## src/sv/ecce_pkg.sv

```systemverilog
package ecce_pkg;

    localparam int NUM_STAGES = 14;

    localparam int TS_W  = 39;
    localparam int OP_W  = 5;
    localparam int VAL_W = 14;

    localparam logic signed [TS_W:0] T_MIN = -40'sd62135596800;
    localparam logic signed [TS_W:0] T_MAX = 40'sd253402300799;

    localparam int DAY_SHIFT = 7;
    localparam int DAY_ODD   = 675;
    localparam int CYC400    = 146097;
    localparam int CYC100    = 36524;
    localparam int CYC4      = 1461;
    localparam int YEAR_DAYS = 365;
    localparam int WEEK_DAYS = 7;
    localparam int MIN_SECS  = 60;
    localparam int HOUR_SECS = 3600;

    localparam logic [31:0] M675   = 32'((64'd1 << 41) / 64'd675);
    localparam logic [4:0]  M400   = 5'((1 << 22) / CYC400);
    localparam logic [19:0] M7     = 20'((1 << 22) / WEEK_DAYS);
    localparam logic [11:0] M60    = 12'((1 << 17) / MIN_SECS);
    localparam logic [5:0]  M3600  = 6'((1 << 17) / HOUR_SECS);
    localparam logic [2:0]  M100   = 3'((1 << 18) / CYC100);
    localparam logic [5:0]  M4     = 6'((1 << 16) / CYC4);
    localparam logic [2:0]  M1     = 3'((1 << 11) / YEAR_DAYS);
    localparam logic [8:0]  M7_SML = 9'(((1 << 11) + WEEK_DAYS - 1) / WEEK_DAYS);

    localparam logic [OP_W-1:0] OP_SEC      = 5'd0;
    localparam logic [OP_W-1:0] OP_MIN      = 5'd1;
    localparam logic [OP_W-1:0] OP_HOUR     = 5'd2;
    localparam logic [OP_W-1:0] OP_DAY      = 5'd3;
    localparam logic [OP_W-1:0] OP_MONTH    = 5'd4;
    localparam logic [OP_W-1:0] OP_YEAR     = 5'd5;
    localparam logic [OP_W-1:0] OP_DOW      = 5'd6;
    localparam logic [OP_W-1:0] OP_ISOWD    = 5'd7;
    localparam logic [OP_W-1:0] OP_YDAY     = 5'd8;
    localparam logic [OP_W-1:0] OP_QTR      = 5'd9;
    localparam logic [OP_W-1:0] OP_WEEK     = 5'd10;
    localparam logic [OP_W-1:0] OP_WKYEAR   = 5'd11;
    localparam logic [OP_W-1:0] OP_DOQ      = 5'd12;
    localparam logic [OP_W-1:0] OP_LAST_SUP = 5'd15;

    localparam logic [2:0] WD_WED = 3'd2;
    localparam logic [2:0] WD_THU = 3'd3;
    localparam logic [2:0] WD_FRI = 3'd4;
    localparam logic [2:0] WD_SAT = 3'd5;

    function automatic logic [8:0] days_before(input logic [3:0] idx, input logic leap);
        logic [8:0] base;
        case (idx)
            4'd0:    base = 9'd0;
            4'd1:    base = 9'd31;
            4'd2:    base = 9'd59;
            4'd3:    base = 9'd90;
            4'd4:    base = 9'd120;
            4'd5:    base = 9'd151;
            4'd6:    base = 9'd181;
            4'd7:    base = 9'd212;
            4'd8:    base = 9'd243;
            4'd9:    base = 9'd273;
            4'd10:   base = 9'd304;
            4'd11:   base = 9'd334;
            default: base = 9'd0;
        endcase
        return base + 9'((leap && (idx >= 4'd2)) ? 1 : 0);
    endfunction

endpackage

```

## src/sv/epoch_calendar_component_extractor.sv

```systemverilog
// Channel   Direction  Handshake              Payload
// command   in         start, busy            i_epoch_seconds, i_op
// result    out        o_strobe (one cycle)   o_component_value, o_ok
//
// Every beat runs from start to o_strobe through a chain of
// reciprocal divides (seconds to days, then 400/100/4/1-year cycles).
// A new command beat is taken in every cycle; busy stays low.
// Reset is synchronous and clears only the stage valid bits.
// The receiver cannot stall, so no beat is ever held back.
module epoch_calendar_component_extractor
    import ecce_pkg::*;
(
    input  logic                    i_clk,
    input  logic                    i_rst_n,
    input  logic                    start,
    output logic                    busy,
    input  logic signed [TS_W-1:0]  i_epoch_seconds,
    input  logic [OP_W-1:0]         i_op,
    output logic                    o_strobe,
    output logic [VAL_W-1:0]        o_component_value,
    output logic                    o_ok
);

    logic [NUM_STAGES:1] r_vld;
    logic [OP_W-1:0]     r_op   [1:13];
    logic                r_inr  [1:13];
    logic [4:0]          r_n400 [5:10];
    logic [1:0]          r_n100 [7:10];
    logic [4:0]          r_n4   [9:10];
    logic [2:0]          r_wd0  [5:13];
    logic [4:0]          r_hour [5:13];
    logic [5:0]          r_sec  [5:13];
    logic [5:0]          r_min  [6:13];

    logic [31:0] r1_x, r2_x;
    logic [6:0]  r1_lo, r2_lo;
    logic [22:0] r2_q0;
    logic [21:0] r3_d, r4_d;
    logic [16:0] r3_sod, r4_sod;
    logic [4:0]  r4_c400, r4_c3600;
    logic [18:0] r4_c7;
    logic [10:0] r4_c60, r5_s60;
    logic [17:0] r5_r400, r6_r400;
    logic [2:0]  r6_c100;
    logic [15:0] r7_r100, r8_r100;
    logic [4:0]  r8_c4;
    logic [10:0] r9_r4, r10_r4;
    logic [1:0]  r10_c1;
    logic [8:0]  r11_doy0, r12_doy0;
    logic        r11_leap, r12_leap, r11_leapp, r12_leapp;
    logic [13:0] r11_year, r12_year, r13_year;
    logic [3:0]  r12_mon, r13_mon;
    logic [2:0]  r12_jan1;
    logic [8:0]  r12_wnum, r13_yday;
    logic [4:0]  r13_day;
    logic [2:0]  r13_qtr;
    logic [6:0]  r13_doq;
    logic [5:0]  r13_week;
    logic        r13_w53c, r13_w53p;
    logic [VAL_W-1:0] r14_val;
    logic        r14_ok;

    logic signed [TS_W:0] n_t, n_u;
    logic        n1_inr;
    logic [63:0] n_p2;
    logic [32:0] n_r3, n_r3c;
    logic [21:0] n3_d;
    logic [16:0] n3_sod;
    logic [26:0] n_p4a;
    logic [41:0] n_p4b;
    logic [28:0] n_p4c;
    logic [22:0] n_p4d;
    logic [21:0] n_r400, n_r7;
    logic [16:0] n_r60, n_r3600;
    logic [4:0]  n5_n400, n5_hour;
    logic [17:0] n5_r400;
    logic [2:0]  n5_wd0;
    logic [10:0] n5_s60;
    logic [5:0]  n5_sec;
    logic [20:0] n_p6;
    logic [5:0]  n6_min;
    logic [17:0] n_r100;
    logic [2:0]  n_q100;
    logic [1:0]  n7_n100;
    logic [15:0] n7_r100;
    logic [21:0] n_p8;
    logic [15:0] n_r4;
    logic [4:0]  n9_n4;
    logic [10:0] n9_r4;
    logic [13:0] n_p10;
    logic [10:0] n_r1;
    logic [2:0]  n_q1;
    logic [1:0]  n_n1;
    logic [8:0]  n11_doy0;
    logic        n11_leap, n11_leapp;
    logic [13:0] n11_year;
    logic [3:0]  n12_mon;
    logic [16:0] n_p12;
    logic [8:0]  n_rd7;
    logic [3:0]  n_j;
    logic [2:0]  n12_jan1;
    logic [8:0]  n12_wnum;
    logic [4:0]  n13_day;
    logic [2:0]  n13_qtr;
    logic [6:0]  n13_doq;
    logic [16:0] n_p13;
    logic [5:0]  n13_week;
    logic        n13_w53c, n13_w53p;
    logic [13:0] n_wyear;
    logic [5:0]  n_wweek;
    logic [VAL_W-1:0] n_sel;
    logic        n14_ok;
    logic [VAL_W-1:0] n14_val;

    assign busy = 1'b0;

    always_comb begin
        n_t    = {i_epoch_seconds[TS_W-1], i_epoch_seconds};
        n1_inr = (n_t >= T_MIN) && (n_t <= T_MAX);
        n_u    = n_t - T_MIN;

        n_p2 = 64'(r1_x) * 64'(M675);

        n_r3   = 33'(r2_x) - 33'(r2_q0) * 33'(DAY_ODD);
        n_r3c  = (n_r3 >= 33'(DAY_ODD)) ? n_r3 - 33'(DAY_ODD) : n_r3;
        n3_d   = (n_r3 >= 33'(DAY_ODD)) ? 22'(r2_q0) + 22'd1 : 22'(r2_q0);
        n3_sod = {n_r3c[9:0], r2_lo};

        n_p4a = 27'(r3_d) * 27'(M400);
        n_p4b = 42'(r3_d) * 42'(M7);
        n_p4c = 29'(r3_sod) * 29'(M60);
        n_p4d = 23'(r3_sod) * 23'(M3600);

        n_r400 = r4_d - 22'(r4_c400) * 22'(CYC400);
        if (n_r400 >= 22'(CYC400)) begin
            n5_n400 = r4_c400 + 5'd1;
            n5_r400 = 18'(n_r400 - 22'(CYC400));
        end else begin
            n5_n400 = r4_c400;
            n5_r400 = n_r400[17:0];
        end
        n_r7   = r4_d - 22'(r4_c7) * 22'(WEEK_DAYS);
        n5_wd0 = (n_r7 >= 22'(WEEK_DAYS)) ? 3'(n_r7 - 22'(WEEK_DAYS)) : n_r7[2:0];
        n_r60  = r4_sod - 17'(r4_c60) * 17'(MIN_SECS);
        if (n_r60 >= 17'(MIN_SECS)) begin
            n5_s60 = r4_c60 + 11'd1;
            n5_sec = 6'(n_r60 - 17'(MIN_SECS));
        end else begin
            n5_s60 = r4_c60;
            n5_sec = n_r60[5:0];
        end
        n_r3600 = r4_sod - 17'(r4_c3600) * 17'(HOUR_SECS);
        n5_hour = (n_r3600 >= 17'(HOUR_SECS)) ? r4_c3600 + 5'd1 : r4_c3600;

        n_p6   = 21'(r5_r400) * 21'(M100);
        n6_min = 6'(r5_s60 - 11'(r_hour[5]) * 11'(MIN_SECS));

        n_r100 = r6_r400 - 18'(r6_c100) * 18'(CYC100);
        if (n_r100 >= 18'(CYC100)) begin
            n_q100 = r6_c100 + 3'd1;
            n_r100 = n_r100 - 18'(CYC100);
        end else begin
            n_q100 = r6_c100;
        end
        if (n_q100 == 3'd4) begin
            n7_n100 = 2'd3;
            n7_r100 = 16'(CYC100);
        end else begin
            n7_n100 = n_q100[1:0];
            n7_r100 = n_r100[15:0];
        end

        n_p8 = 22'(r7_r100) * 22'(M4);

        n_r4 = r8_r100 - 16'(r8_c4) * 16'(CYC4);
        if (n_r4 >= 16'(CYC4)) begin
            n9_n4 = r8_c4 + 5'd1;
            n9_r4 = 11'(n_r4 - 16'(CYC4));
        end else begin
            n9_n4 = r8_c4;
            n9_r4 = n_r4[10:0];
        end

        n_p10 = 14'(r9_r4) * 14'(M1);

        n_r1 = r10_r4 - 11'(r10_c1) * 11'(YEAR_DAYS);
        if (n_r1 >= 11'(YEAR_DAYS)) begin
            n_q1 = 3'(r10_c1) + 3'd1;
            n_r1 = n_r1 - 11'(YEAR_DAYS);
        end else begin
            n_q1 = 3'(r10_c1);
        end
        if (n_q1 == 3'd4) begin
            n_n1     = 2'd3;
            n11_doy0 = 9'(YEAR_DAYS);
        end else begin
            n_n1     = n_q1[1:0];
            n11_doy0 = n_r1[8:0];
        end
        n11_leap  = (n_n1 == 2'd3) && ((r_n4[10] != 5'd24) || (r_n100[10] == 2'd3));
        n11_leapp = (n_n1 == 2'd0) && ((r_n4[10] != 5'd0) || (r_n100[10] == 2'd0));
        n11_year  = 14'(r_n400[10]) * 14'd400 + 14'(r_n100[10]) * 14'd100
                  + 14'(r_n4[10]) * 14'd4 + 14'(n_n1) + 14'd1;

        n12_mon = 4'd1;
        for (int i = 1; i < 12; i++) begin
            n12_mon = n12_mon + 4'((r11_doy0 >= days_before(4'(i), r11_leap)) ? 1 : 0);
        end
        n_p12    = 17'(r11_doy0) * 17'(M7_SML);
        n_rd7    = r11_doy0 - 9'(n_p12[16:11]) * 9'(WEEK_DAYS);
        n_j      = 4'(r_wd0[11]) + 4'(WEEK_DAYS) - 4'(n_rd7);
        n12_jan1 = (n_j >= 4'(WEEK_DAYS)) ? 3'(n_j - 4'(WEEK_DAYS)) : n_j[2:0];
        n12_wnum = r11_doy0 + 9'd10 - 9'(r_wd0[11]);

        n13_day = 5'(r12_doy0 - days_before(r12_mon - 4'd1, r12_leap) + 9'd1);
        case (r12_mon)
            4'd1, 4'd2, 4'd3:    n13_qtr = 3'd1;
            4'd4, 4'd5, 4'd6:    n13_qtr = 3'd2;
            4'd7, 4'd8, 4'd9:    n13_qtr = 3'd3;
            default:             n13_qtr = 3'd4;
        endcase
        n13_doq  = 7'(r12_doy0 + 9'd1
                 - days_before(4'(n13_qtr - 3'd1) * 4'd3, r12_leap));
        n_p13    = 17'(r12_wnum) * 17'(M7_SML);
        n13_week = n_p13[16:11];
        n13_w53c = (r12_jan1 == WD_THU) || (r12_leap && (r12_jan1 == WD_WED));
        n13_w53p = (r12_jan1 == WD_FRI) || (r12_leapp && (r12_jan1 == WD_SAT));

        n_wyear = r13_year;
        n_wweek = r13_week;
        if (r13_week == 6'd0) begin
            n_wyear = r13_year - 14'd1;
            n_wweek = r13_w53p ? 6'd53 : 6'd52;
        end else if ((r13_week == 6'd53) && !r13_w53c) begin
            n_wyear = r13_year + 14'd1;
            n_wweek = 6'd1;
        end
        case (r_op[13])
            OP_SEC:    n_sel = VAL_W'(r_sec[13]);
            OP_MIN:    n_sel = VAL_W'(r_min[13]);
            OP_HOUR:   n_sel = VAL_W'(r_hour[13]);
            OP_DAY:    n_sel = VAL_W'(r13_day);
            OP_MONTH:  n_sel = VAL_W'(r13_mon);
            OP_YEAR:   n_sel = r13_year;
            OP_DOW:    n_sel = VAL_W'((r_wd0[13] == 3'd6) ? 3'd0 : r_wd0[13] + 3'd1);
            OP_ISOWD:  n_sel = VAL_W'(r_wd0[13]) + VAL_W'(1);
            OP_YDAY:   n_sel = VAL_W'(r13_yday);
            OP_QTR:    n_sel = VAL_W'(r13_qtr);
            OP_WEEK:   n_sel = VAL_W'(n_wweek);
            OP_WKYEAR: n_sel = n_wyear;
            OP_DOQ:    n_sel = VAL_W'(r13_doq);
            default:   n_sel = '0;
        endcase
        n14_ok  = r_inr[13] && (r_op[13] <= OP_LAST_SUP);
        n14_val = n14_ok ? n_sel : '0;
    end

    always_ff @(posedge i_clk) begin
        if (!i_rst_n) begin
            r_vld <= '0;
        end else begin
            r_vld <= {r_vld[NUM_STAGES-1:1], start & ~busy};
        end
    end

    always_ff @(posedge i_clk) begin
        r_op[1]  <= i_op;
        r_inr[1] <= n1_inr;
        for (int k = 2; k <= 13; k++) begin
            r_op[k]  <= r_op[k-1];
            r_inr[k] <= r_inr[k-1];
        end
        r1_x  <= n_u[TS_W-1:DAY_SHIFT];
        r1_lo <= n_u[DAY_SHIFT-1:0];

        r2_q0 <= n_p2[63:41];
        r2_x  <= r1_x;
        r2_lo <= r1_lo;

        r3_d   <= n3_d;
        r3_sod <= n3_sod;

        r4_c400  <= n_p4a[26:22];
        r4_c7    <= n_p4b[40:22];
        r4_c60   <= n_p4c[27:17];
        r4_c3600 <= n_p4d[21:17];
        r4_d     <= r3_d;
        r4_sod   <= r3_sod;

        r5_r400   <= n5_r400;
        r5_s60    <= n5_s60;
        r_n400[5] <= n5_n400;
        r_wd0[5]  <= n5_wd0;
        r_hour[5] <= n5_hour;
        r_sec[5]  <= n5_sec;
        for (int k = 6; k <= 10; k++) begin
            r_n400[k] <= r_n400[k-1];
        end
        for (int k = 6; k <= 13; k++) begin
            r_wd0[k]  <= r_wd0[k-1];
            r_hour[k] <= r_hour[k-1];
            r_sec[k]  <= r_sec[k-1];
        end

        r6_c100  <= n_p6[20:18];
        r6_r400  <= r5_r400;
        r_min[6] <= n6_min;
        for (int k = 7; k <= 13; k++) begin
            r_min[k] <= r_min[k-1];
        end

        r_n100[7] <= n7_n100;
        r7_r100   <= n7_r100;
        for (int k = 8; k <= 10; k++) begin
            r_n100[k] <= r_n100[k-1];
        end

        r8_c4   <= n_p8[20:16];
        r8_r100 <= r7_r100;

        r_n4[9]  <= n9_n4;
        r9_r4    <= n9_r4;
        r_n4[10] <= r_n4[9];

        r10_c1 <= n_p10[12:11];
        r10_r4 <= r9_r4;

        r11_doy0  <= n11_doy0;
        r11_leap  <= n11_leap;
        r11_leapp <= n11_leapp;
        r11_year  <= n11_year;

        r12_mon   <= n12_mon;
        r12_jan1  <= n12_jan1;
        r12_wnum  <= n12_wnum;
        r12_doy0  <= r11_doy0;
        r12_leap  <= r11_leap;
        r12_leapp <= r11_leapp;
        r12_year  <= r11_year;

        r13_day  <= n13_day;
        r13_mon  <= r12_mon;
        r13_yday <= r12_doy0 + 9'd1;
        r13_qtr  <= n13_qtr;
        r13_doq  <= n13_doq;
        r13_week <= n13_week;
        r13_w53c <= n13_w53c;
        r13_w53p <= n13_w53p;
        r13_year <= r12_year;

        r14_val <= n14_val;
        r14_ok  <= n14_ok;
    end

    assign o_strobe          = r_vld[NUM_STAGES];
    assign o_component_value = r14_val;
    assign o_ok              = r14_ok;

endmodule

```

## config.mk

```make
export PLATFORM = sky130hd
export DESIGN_NAME = epoch_calendar_component_extractor
export DESIGN_NICKNAME = d
export VERILOG_FILES = /design/src/sv/ecce_pkg.sv /design/src/sv/epoch_calendar_component_extractor.sv
export SDC_FILE = /design/constraint.sdc
export NUM_CORES = 2
export LEC_CHECK = 0
export BUFFER_PORTS_ARGS = -buffer_cell sky130_fd_sc_hd__buf_2
export CAP_MARGIN = 20
export CORE_UTILIZATION = 40
export DETAILED_ROUTE_END_ITERATION = 12
export PLACE_DENSITY = 0.64
export SLEW_MARGIN = 20
export SYNTH_ARGS = -nofsm -noshare
export SYNTH_HDL_FRONTEND = slang
export SYNTH_SLANG_ARGS = --single-unit
```

## constraint.sdc

```tcl
create_clock -name i_clk -period 8.05 [get_ports i_clk]
set_clock_uncertainty 0.1 [all_clocks]
set_input_delay 1.2075 -clock i_clk [delete_from_list [all_inputs] [get_ports i_clk]]
set_output_delay 1.2075 -clock i_clk [all_outputs]
set_load 0.02 [all_outputs]
```

After elaboration in Yosys (flattened, before gate mapping)
Memory sizes are Yosys's and may differ from the RTL's. A register that Yosys moved wholly into a read port is not among the register bits.
Index checks and enable logic that the tools add are counted.
{ "totals": {"register_bits": 470, "ram_bits": 300, "rom_bits": 336, "output_inout_bits": 17, "elab_cells": 252, "n_memories": 12} }
{ "classes": {"n_addsub": 66, "n_mul": 23, "order_cmp": 25, "n_eq_ne": 23, "n_mux": 38, "reduce_logical": 19} }
{ "mem_list": {"columns": ["name", "words", "width", "rd", "rd_clocked_by_memory_dff", "wr", "line_no", "source"], "rows": [
  ["(no name shown)", 16, 9, 1, 0, 0, "ecce_pkg.sv:54", "case (idx)"],
  ["(no name shown)", 16, 9, 1, 0, 0, "ecce_pkg.sv:54", null],
  ["r_op", 13, 5, 13, 0, 13, "epoch_calendar_component_extractor.sv:25", "logic [OP_W-1:0] r_op [1:13];"],
  ["r_sec", 9, 6, 9, 0, 9, "epoch_calendar_component_extractor.sv:32", "logic [5:0] r_sec [5:13];"],
  ["(no name shown)", 16, 3, 1, 1, 0, "epoch_calendar_component_extractor.sv:216", "case (r12_mon)"],
  ["r_min", 8, 6, 8, 0, 8, "epoch_calendar_component_extractor.sv:33", "logic [5:0] r_min [6:13];"],
  ["6 more memories", null, null, null, null, null, null, null]
]} }
{ "op_table": {"columns": ["operator", "count"], "rows": [
  ["case mux 14 bit (13 select lines)", 1],
  ["greater-or-equal comparator 9 bit", 10],
  ["multiplier 32 x 31 -> 63 bit (second input constant)", 1],
  ["subtractor 22 bit", 2],
  ["two-way mux 14 bit", 3],
  ["multiplier 22 x 19 -> 40 bit (second input constant)", 1],
  ["greater-or-equal comparator 39 x 37 -> 1 bit (second input constant)", 1],
  ["<= comparator 39 bit (second input constant)", 1],
  ["subtractor 39 x 37 -> 39 bit (second input constant)", 1],
  ["adder 8 x 9 -> 9 bit (first input constant)", 4],
  ["multiplier 9 x 9 -> 17 bit (second input constant)", 2],
  ["subtractor 17 bit", 2],
  ["greater-or-equal comparator 33 x 10 -> 1 bit (second input constant)", 1],
  ["multiplier 23 x 10 -> 33 bit (second input constant)", 1],
  ["subtractor 32 x 33 -> 33 bit", 1],
  ["adder 4 x 1 -> 4 bit", 8],
  ["adder 14 x 1 -> 14 bit (second input constant)", 2],
  ["== test 5 x 4 -> 1 bit (second input constant)", 5],
  ["multiplier 17 x 9 -> 25 bit (second input constant)", 1],
  ["multiplier 22 x 3 -> 25 bit (second input constant)", 1],
  ["two-way mux 6 bit", 4],
  ["adder 22 x 1 -> 22 bit (second input constant)", 1],
  ["greater-or-equal comparator 22 x 18 -> 1 bit (second input constant)", 1],
  ["greater-or-equal comparator 22 x 3 -> 1 bit (second input constant)", 1],
  ["other kinds (88)", 138]
]} }

Longest topological paths before layout
{ "depth": {"word_depth": 14, "depth_mapped": 29, "ltp_nobuf": 28} }

Least setup slack after synthesis
Ideal clock, no wire load.
{ "synth_timing": {"path_type": "register to register", "from": "register r1_x[2]", "to": "register r2_q0[13]", "setup_time_ns": 0.123, "arrival_time_ns": 6.686, "slack_ns": 1.141, "path_stages_with_launch": 26, "cell_sequence": "dfxtp_1 > ha_1 > ha_1 > fa_1 > inv_1 > fa_1 > inv_1 > fa_1 > inv_1 > fa_1 > inv_1 > fa_1 > inv_1 > fa_1 > inv_1 > ha_1 > nand4_1 > a2111oi_0 > and3_1 > a2111oi_0 > nor2_1 > a21oi_1 > a21oi_1 > a31oi_1 > o21bai_1 > xor2_1"} }
{ "synth_via": {"elab_chain_cells": 1} }
{ "synth_lines": {"columns": ["item", "line_no", "source"], "rows": [
  ["from (decl)", "epoch_calendar_component_extractor.sv:35", "logic [31:0] r1_x, r2_x;"],
  ["from (signal assigned)", "epoch_calendar_component_extractor.sv:273", "r1_x <= n_u[TS_W-1:DAY_SHIFT];"],
  ["multiplier 32 x 31 -> 63 bit", "epoch_calendar_component_extractor.sv:122", "n_p2 = 64'(r1_x) * 64'(M675);"],
  ["net n_p2[54]", "epoch_calendar_component_extractor.sv:65", "logic [63:0] n_p2;"],
  ["to (signal assigned)", "epoch_calendar_component_extractor.sv:276", "r2_q0 <= n_p2[63:41];"],
  ["to (decl)", "epoch_calendar_component_extractor.sv:37", "logic [22:0] r2_q0;"]
]} }
The timed path passes the listed nets, and every way through them passes these cells.
A chain may end at the register's enable or synchronous reset.

Worst setup path after layout
{ "layout_timing": {"from": "register r1_x[2]", "to": "register r2_q0[19]"} }
Same word-level chain as after synthesis.

==> metrics.md <==
| Metric | Value |
|---|---|
| Met3 WL | `5792 um` |
| Post-synthesis compound-gate area fraction | `9.784%` |
| CTS buffer count | `80` |
| Rel. slew slack | `30.84%` |
| Sink Count | `773` |
| H-tree levels | `3` |
| I/O pin count | `64` |
| Wire length on met2 | `66550 um` |
| DRT Wirelength | `137500 um` |
| Largest net degree at the start of global routing | `25` |
| Hold WS | `0.1904 ns` |
| Fin cells | `8555` |
| CTS resizes | `0` |
| Synth Area per Inst | `10.04 um2` |
| CP delay by family, top | `adder cells` |
| Die Span X | `399.1 um` |
| Clock tree buffer depth | `3` |
| Yosys cell types | `93` |
| Post-CTS Repair Setup Buffers | `0` |
| Die area | `159300 um2` |
| Multi-input logic area | `42380 um2` |
| Max-cap viol count | `0` |
| Routed wire per std cell | `16.07 um` |
| Worst path max stage delay | `0.55 ns` |
| Pins Over Slew Limit | `0` |
| Post-synthesis sequential area ratio | `24.54%` |
| RSZ-0062 raised after global routing | `false` |
| Crit-path max FO | `8` |
| Final hold violations | `0` |
| Total global-route track usage | `17.78%` |
| Post-Synth XOR/XNOR Area | `5.097%` |
| Area growth, synth to finish | `9.284%` |
| Post-Synthesis Cells | `6280` |
| Most used cell, CP | `fa_1` |
| DRT antenna net count | `0` |
| Worst Tran Pin Value | `1.030 ns` |
| Starting Density | `40.33%` |
| Synth Area in Adders | `44.28%` |
| Grt ovf | `0` |
| Crit path required time | `8.58 ns` |
| Routed via count | `42350` |
| Synthesized Nets | `8187` |
| # hold bufs at CTS | `0` |
| Drt pass-1 iters | `6` |
| Final Cycle Share | `93.85%` |
| DRC viols | `0` |
| Ys Warns | `0` |
| Setup violators final | `0` |
| Buf+Inv Stages, Crit Path | `6` |
| Root Driver | `clkbuf_16` |
| Net total in the final layout | `8339` |
| Ys async rst share | `0%` |
| R2r setup slk | `0.50 ns` |
| Setup crit start kind | `register` |
| Register area | `15470 um2` |
| Initial antenna violation count | `2` |
| Dpl ws | `0.5424 ns` |
| Critical Path End Type | `register` |
| Number of port buffers | `62` |
| Top FF cell, synth | `dfxtp_1` |
| Main combinational cell family by area after synthesis | `adder cells` |
| Vias per inst | `4.951` |
| Post-synthesis mux area share | `0.6705%` |
| Clock slew at reported path FFs | `0.07 ns` |
| Fill count | `14870` |
| FF+latch count, synth | `773` |
| Min Tclk post-route | `7.555 ns` |
| Core Area | `156400 um2` |
| Met1 Wirelength | `59340 um` |
| Fmax | `132.4 MHz` |
| Placed Cells incl. Taps | `8408` |
| Data arrival, critical path | `8.08 ns` |
| 1st-iter DRT viols | `2097` |
| CTS tree | `yes` |
| Top routing layer used | `met4` |
| Post-synth EDFFs | `0` |
| Setup TNS | `0 ns` |
| Final worst slack | `0.4953 ns` |
| Global-route wire length before repair | `227500 um` |
| Slowest-stage cell, CP | `fa_1` |
| Vias in the first global route | `44960` |
| Worst Setup Path Type | `reg -> reg` |
| Layout cells sized above 1 | `4.757%` |
| Die height | `399.1 um` |
| Syn Std Cell Area | `63070 um2` |
| Worst-Skew Late Latency | `0.69 ns` |
| Hold/Removal Path Class | `reg -> reg` |
| Cell Rows | `145` |
| Status | `finished clean` |
| RD Place Congestion | `0.9227` |
| DP HPWL | `114000 um` |
| Synth Area in Simple Gates | `7.342%` |
area by class of cell:
cell class                      instances  share of cell area [%]
Clock buffer                          100                   3.175
Tap cell                             2058                   3.736
Inverter                             1338                   7.287
Sequential cell                       773                   22.45
Timing Repair Buffer                  119                   1.066
Antenna cell                            1                0.003631
Clock inverter                         46                  0.7987
Multi-Input combinational cell       4120                   61.48
cell families (layout without fill, tap and decap cells):
family,after synthesis,count (layout)
fa+ha+maj,1860,1860
buf+inv,1387,1603
compound gates,935,935
simple gates,918,918
flops,773,773
xor+xnor,367,367
mux,39,39
other cells,1,2
synthesized netlist by cell type, types with 10 or more instances:
cell type | n | area share, %
o211a_1 | 10 | 0.16
ha_1 | 1240 | 25
mux2_2 | 16 | 0.29
xor2_1 | 129 | 1.8
nor4_1 | 33 | 0.33
nand2b_1 | 46 | 0.46
nor2_1 | 228 | 1.4
a31oi_1 | 42 | 0.42
nor3_1 | 73 | 0.58
fa_1 | 620 | 20
clkbuf_1 | 42 | 0.25
o21bai_1 | 35 | 0.42
xnor2_1 | 238 | 3.3
a21o_1 | 100 | 1.2
inv_1 | 1338 | 8.0
and2_1 | 33 | 0.33
dfxtp_1 | 773 | 25
nand3b_1 | 13 | 0.15
a21oi_1 | 246 | 2.0
nand2_1 | 187 | 1.1
a211oi_1 | 33 | 0.39
or2_2 | 15 | 0.15
mux2i_1 | 22 | 0.35
nor3b_1 | 15 | 0.18
o31ai_1 | 19 | 0.23
a221oi_1 | 11 | 0.15
nand3_1 | 88 | 0.70
a41oi_1 | 11 | 0.15
o21a_1 | 52 | 0.62
a31o_2 | 11 | 0.15
or3_1 | 31 | 0.31
a2111oi_0 | 11 | 0.15
o211ai_1 | 24 | 0.29
a22o_1 | 10 | 0.14
nor2b_1 | 46 | 0.46
and3_1 | 34 | 0.34
a21boi_0 | 17 | 0.20
nand4_1 | 38 | 0.38
o21ai_0 | 182 | 1.4
routing by layer:
layer / vias to the layer above / GRT usage, %
met3: 223 / 2.830
met2: 704 / 31.41
met4: 0 / 6.904
li1: 20990 / -
met5: - / 0
met1: 20440 / 21.53
state kept, by name, indices dropped and copies added (netlist names), 16 cells and up:
| signal | count |
|---|---|
| r5_r400 | 18 |
| r2_x | 32 |
| r2_q0 | 23 |
| r3_d | 22 |
| r_op | 65 |
| r4_sod | 17 |
| r_wd0 | 27 |
| r1_x | 32 |
| r_hour | 45 |
| r_min | 48 |
| r3_sod | 17 |
| r4_c7 | 19 |
| r4_d | 22 |
| r6_r400 | 18 |
| r_n400 | 30 |
| r_sec | 54 |
| r8_r100 | 16 |
| r7_r100 | 16 |
cells in the final DEF, fill, tap and decap left out, drive strengths merged, types with 34 or more instances in the layout:
master / netlist / layout
clkbuf: 42 / 100
nand2b: 46 / 46
nor3: 73 / 73
o21bai: 35 / 35
ha: 1240 / 1240
a21oi: 246 / 246
o21ai: 187 / 187
a21o: 100 / 100
dfxtp: 773 / 773
and2: 35 / 35
xnor2: 238 / 238
nand4: 38 / 38
nor2: 229 / 229
o21a: 52 / 52
inv: 1338 / 1348
a31oi: 42 / 42
nor2b: 46 / 46
and3: 34 / 34
xor2: 129 / 129
fa: 620 / 620
buf: 7 / 119
nand2: 187 / 187
nand3: 89 / 89
nor4: 34 / 34
metrics by stage:
stage | cell area, um2 | util (%)
floorplan | 63070 | -
global placement | 66180 | 42.32
detailed placement | 66180 | 42.32
CTS | 68920 | 44.07
global route | 68920 | 44.07
finish | 68920 | 44.07
worst paths after layout:
kind / start / endpoint / depth (start not counted)
min reg2reg: r1_lo[2] / r2_lo[2] / 0
max: r1_x[2] / r2_q0[19] / 26
min: r1_lo[2] / r2_lo[2] / 0
max reg2reg: r1_x[2] / r2_q0[19] / 26
Power is left out: the tool's default activity adds up to more than one toggle a clock period on the data nets, which glitch-free logic cannot reach.
